$ cat src/rtl/core/ncc_pkg.sv
`timescale 1ns / 1ps

package ncc_pkg;

   localparam int MAX_CLUSTERS_DEF = 16;
   localparam int MAX_DIMS_DEF     = 64;

   localparam int CMD_W   = 1;
   localparam int CIDX_W  = 4;
   localparam int DIM_W   = 6;
   localparam int VAL_W   = 16;
   localparam int CSR_W   = 5;
   localparam int WIN_W   = 4;
   localparam int DIST_W  = 38;
   localparam int COUNT_W = 20;
   localparam int TOTAL_W = 60;

   localparam logic [CMD_W-1:0]   CMD_LOAD   = 1'b0;
   localparam logic [CMD_W-1:0]   CMD_SAMPLE = 1'b1;
   localparam logic [CSR_W-1:0]   CSR_RESET  = 5'd4;

   localparam logic [DIST_W-1:0]  DIST_MAX  = {DIST_W{1'b1}};
   localparam logic [COUNT_W-1:0] COUNT_MAX = {COUNT_W{1'b1}};
   localparam logic [TOTAL_W-1:0] TOTAL_MAX = {TOTAL_W{1'b1}};

   typedef enum logic [2:0] {
      ST_IDLE,
      ST_MAC,
      ST_DRAIN,
      ST_SEARCH,
      ST_SWAIT,
      ST_ACCUM,
      ST_DIV,
      ST_EMIT
   } ncc_state_type;

   typedef struct packed {
      logic mac_go;
      logic read_go;
      logic clear;
   } ncc_dist_cmd_type;

   typedef struct packed {
      logic busy;
      logic rd_valid;
   } ncc_dist_stat_type;

endpackage

$ cat src/rtl/core/ncc_div.sv
`timescale 1ns / 1ps

module ncc_div (
   input  logic                          clock,
   input  logic                          reset,
   input  logic                          start,
   input  logic [ncc_pkg::TOTAL_W-1:0]   dividend,
   input  logic [ncc_pkg::COUNT_W-1:0]   divisor,
   output logic                          done,
   output logic [ncc_pkg::TOTAL_W-1:0]   quotient
);

   localparam int TW    = ncc_pkg::TOTAL_W;
   localparam int CW    = ncc_pkg::COUNT_W;
   localparam int STEPW = $clog2(TW);

   logic             busy_ff, busy_in;
   logic             done_ff, done_in;
   logic [STEPW-1:0] step_ff, step_in;
   logic [CW-1:0]    rem_ff, rem_in;
   logic [TW-1:0]    quo_ff, quo_in;
   logic [CW-1:0]    dvs_ff, dvs_in;
   logic [CW:0]      rem_sh;
   logic             fits;

   always_comb begin
      rem_sh  = {rem_ff, quo_ff[TW-1]};
      fits    = rem_sh >= {1'b0, dvs_ff};
      busy_in = busy_ff;
      done_in = 1'b0;
      step_in = step_ff;
      rem_in  = rem_ff;
      quo_in  = quo_ff;
      dvs_in  = dvs_ff;
      if (start) begin
         busy_in = 1'b1;
         step_in = '0;
         rem_in  = '0;
         quo_in  = dividend;
         dvs_in  = divisor;
      end else if (busy_ff) begin
         // One restoring step: shift in the next dividend bit, subtract if it fits.
         rem_in  = fits ? CW'(rem_sh - {1'b0, dvs_ff}) : rem_sh[CW-1:0];
         quo_in  = {quo_ff[TW-2:0], fits};
         step_in = step_ff + STEPW'(1);
         if (step_ff == STEPW'(TW - 1)) begin
            busy_in = 1'b0;
            done_in = 1'b1;
         end
      end
   end

   always_ff @(posedge clock) begin
      if (reset) begin
         busy_ff <= 1'b0;
         done_ff <= 1'b0;
      end else begin
         busy_ff <= busy_in;
         done_ff <= done_in;
      end
   end

   always_ff @(posedge clock) begin
      step_ff <= step_in;
      rem_ff  <= rem_in;
      quo_ff  <= quo_in;
      dvs_ff  <= dvs_in;
   end

   assign done     = done_ff;
   assign quotient = quo_ff;

endmodule

$ cat config.mk
export PLATFORM = sky130hd
export DESIGN_NAME = ncc_div
export DESIGN_NICKNAME = d
export VERILOG_FILES = /design/src/rtl/core/ncc_pkg.sv /design/src/rtl/core/ncc_div.sv
export SDC_FILE = /design/constraint.sdc
export NUM_CORES = 1
export LEC_CHECK = 0
export BUFFER_PORTS_ARGS = -buffer_cell sky130_fd_sc_hd__buf_4
export CAP_MARGIN = 20
export CORE_ASPECT_RATIO = 0.7
export CORE_MARGIN = 4
export CORE_UTILIZATION = 28
export DETAILED_ROUTE_END_ITERATION = 12
export PLACE_DENSITY = 0.51
export SETUP_SLACK_MARGIN = 0.1
export SYNTH_ARGS = -nofsm -noshare
export SYNTH_HDL_FRONTEND = slang
export SYNTH_SLANG_ARGS = --single-unit
$ cat constraint.sdc
create_clock -name clock -period 2.45 [get_ports clock]
set_clock_uncertainty 0.2 [all_clocks]
set_input_delay 0.1225 -clock clock [delete_from_list [all_inputs] [get_ports clock]]
set_output_delay 0.1225 -clock clock [all_outputs]
set_load 0.03 [all_outputs]
==> summary.txt <==
Critical path
  • R2r startpoint: dvs_ff[18]$_DFFE_PP_
  • Crit start category: flop
  • Critical path, cell by cell: inv_2 -> ha_4 -> a211oi_4 -> o21ai_2 -> a311oi_2 -> a21boi_4 -> a21o_4 -> buf_12 -> nand2_2 -> a311oi_2
  • CP max stage cell: edfxtp_1
  • Most frequent cell on the critical path: a311oi_2
  • Setup crit start: dvs_ff[18]$_DFFE_PP_
  • CP max stage delay: just under 400 ps
  • Crit path capture type: flop
  • Critical path data required time: 2520 ps
  • CP Class: flop to flop
  • Data arrival, critical path: approximately 2600 ps
  • Max FO, Critical Path: 7

Timing
  • Final setup margin: -87.20 ps
  • Relative slew slack: 58.45%
  • Tcrit/Tclk final: 103.6%
  • Fin. Hold Viols: 0
  • Final Max Tran Viols: 0
  • Worst hold slack: about 8 ps
  • Fmax: roughly 0.4 GHz
  • Worst slew pin tran: roughly 620 ps
  • Final setup viols: 14
  • RSZ-0062 raised after global routing: yes
  • Min Tclk post-route: around 2500 ps

Cells and area
  • Footprint of the multi-input gates: 0.002703 mm^2
  • Register area: 0.002963 mm^2
  • Share of layout cells above drive strength 1: 46.87%
  • Filler cell count: about 1700
  • Final nets: approximately 850
  • Final core utilization: roughly 47%
  • Area grow syn2layout: 61.29%
  • Diode count: 0

Logic synthesis
  • List of most frequent post-synthesis cells: edfxtp_1, mux2_2, dfxtp_1, inv_1, nand2_1
  • Most common cell in the netlist: edfxtp_1
  • Synth Area per Inst: roughly 12 um^2
  • Most used DFF post-synth: edfxtp_1
  • Ys Warns: 0
  • Post-synth top area cell: edfxtp_1
  • Seq/Total Area, Yosys: a little over half
  • Ranking of synthesized cells by area: edfxtp_1, mux2_2, dfxtp_1
  • Ys async rst share: 0%
  • Post-Syn Area: roughly 0.0055 mm^2
  • Flops & latches, synth: 108
  • Area share of the largest cell type after synthesis: a little over two fifths
  • Synth Net Count: around 570
  • Post-Syn Instances: around 460
  • Post-synth EDFFs: 80
  • Unique cell type count in the Yosys netlist: 58

Die
  • Core Box Area: roughly 0.019 mm^2
  • Initial Utilization: between 20% and 30%
  • Die Span Y: 125.5 um
  • Die area: ~0.022 mm^2
  • DIE WIDTH: roughly 180 um
  • Std cell rows: between 40 and 50
  • I/O pin count: roughly 140

Power
  • Max IR drop VDD: slightly below 0.5 mV
  • Leak pwr: 3.607 nW
  • Power Dens Cells: between 500 and 600 mW/mm^2

Detailed routing
  • Initial DRC Count: about 260
  • Post-DR wirelength/cell: about 16 um
  • Remaining DRCs: 0
  • Via count: 4704
  • Pre-Repair DR Iteration Count: 7
  • Antenna-violating nets left: 0
  • WL final: roughly 16000 um
  • Via-per-instance ratio: about 4.6

Clock tree
  • Clock-pin slew on the worst setup and hold paths: ~80 ps
  • Total CTS buffers: 9
  • CTS tree: built
  • Clk sinks: around 110
  • Clk_lat worst skew: 360 ps
  • Root Buffer Master: clkbuf_16
  • Bufs on Longest Clock Path: 2
  • H-tree depth: 3

Global routing
  • Number of global-route vias before repair: about 5000
  • Antenna violations before repair: 0
  • GRT Total Usage: between 10% and 20%
  • Total global routing overflow: 0
  • Largest net degree at the start of global routing: a little under 100
  • First-pass GRT wire length: approximately 26000 um

Status
  • Failing checks: negative setup slack
  • Status: complete, but fails checks

Flow run
  • Maxcap violations: 0

Min path
  • HP Class: input port to flop
  • Hold_sp: start

Placement
  • Post-DP HPWL: between 10000 and 15000 um
  • I/O Buffers: roughly 140
  • Post-place setup slack: -214.8 ps
  • Routability cong.: 0.8529
[stage by stage]
| step | TNS [ps] | total power, mW | cells | cell area [um^2] |
|---|---|---|---|---|
| after global placement | -2051 | 3.378 | 906 | 7353 |
| after CTS | -1472 | 5.038 | 1008 | 8613 |
| final | -570.9 | 5.046 | 1015 | 8910 |
| after floorplan | 0 | 2.901 | 461 | 5593 |
| after detailed placement | -1640 | 3.388 | 906 | 7353 |
| after global routing | -1584 | 5.296 | 1015 | 8910 |
[worst max-delay path, delay by kind of cell, from the launching register on]
| kind | cells | cell delay [ps] |
|---|---|---|
| buf+inv | 2 | 220 |
| compound gates | 6 | 1370 |
| simple gates | 1 | 50 |
| flops | 1 | 390 |
| fa+ha+maj | 1 | 210 |
[metal layers]
| metal | global-route usage [%] | share of wire (%) |
|---|---|---|
| met5 | 0 | 0 |
| met4 | 3.071 | 0.74 |
| met3 | 5.824 | 8.2 |
| met2 | 21.66 | 45 |
| met1 | 19.27 | 46 |
[flip-flops by register name, summed over array words and instances (netlist names)]
| signal | count |
|---|---|
| busy_ff | 1 |
| done | 1 |
| dvs_ff | 20 |
| quotient | 60 |
| rem_ff | 20 |
| step_ff | 6 |
[cells by family (layout without fill, tap and decap cells)]
logic type	after synthesis	count (layout)	share of synthesized area, %
adders and majority gates	22	22	5.119
DFF	108	108	53.64
AOI/OAI and AO/OA	101	102	12.73
xor gates and xnor gates	18	18	2.854
buffers and inverters	51	340	4.167
and+or+nand+nor	96	96	8.267
muxes	65	65	13.23
[power by group]
group / internal (mW) / switching (mW) / total [mW]
registers: 2.15 / 0.0873 / 2.23
logic: 0.645 / 0.663 / 1.31
clock network: 0.805 / 0.700 / 1.50
[final timing paths]
check / cells after the start / to / slack, ps
setup reg to reg: 10 / rem_ff[7]$_SDFFE_PP0P_ / -90
hold reg to reg: 2 / step_ff[5]$_SDFFE_PP0P_ / 300
setup / recovery: 10 / rem_ff[7]$_SDFFE_PP0P_ / -90
hold / removal: 4 / rem_ff[18]$_SDFFE_PP0P_ / 8
[layout by cell type (no fill, tap or decap), types with 6 or more instances in the layout]
cell type,synthesis,routed
o21ai_1,3,7
nand3_1,11,11
ha_1,21,10
clkbuf_16,0,9
a21oi_1,21,17
xnor2_1,11,11
edfxtp_1,80,80
inv_1,28,24
buf_4,0,206
ha_4,0,9
dlygate4sd3_1,0,81
mux2_2,60,60
o21ai_0,19,9
nor2_1,26,24
dfxtp_1,28,28
o21ai_2,0,6
xor2_1,7,7
nand2_1,28,24
[repair_timing]
action | in CTS | in global routing
hold endpoints to repair | 82 | 0
endpoints found under the setup margin | 75 | 75
gates cloned | 2 | 1
buffers inserted | 3 | 6
resized for setup | 22 | 48
pin swaps | 15 | 22
hold buffers | 81 | 0
[cell type report]
| type | count | area share, % |
|---|---|---|
| sequential | 108 | 33.25 |
| multi-input combinational | 303 | 30.33 |
| timing repair buffer | 296 | 28.17 |
| tap | 264 | 3.707 |
| clock buffer | 11 | 2.612 |
| inverter | 28 | 1.222 |
| clock inverter | 5 | 0.7021 |
No activity file was read; power rests on OpenSTA's default activity.
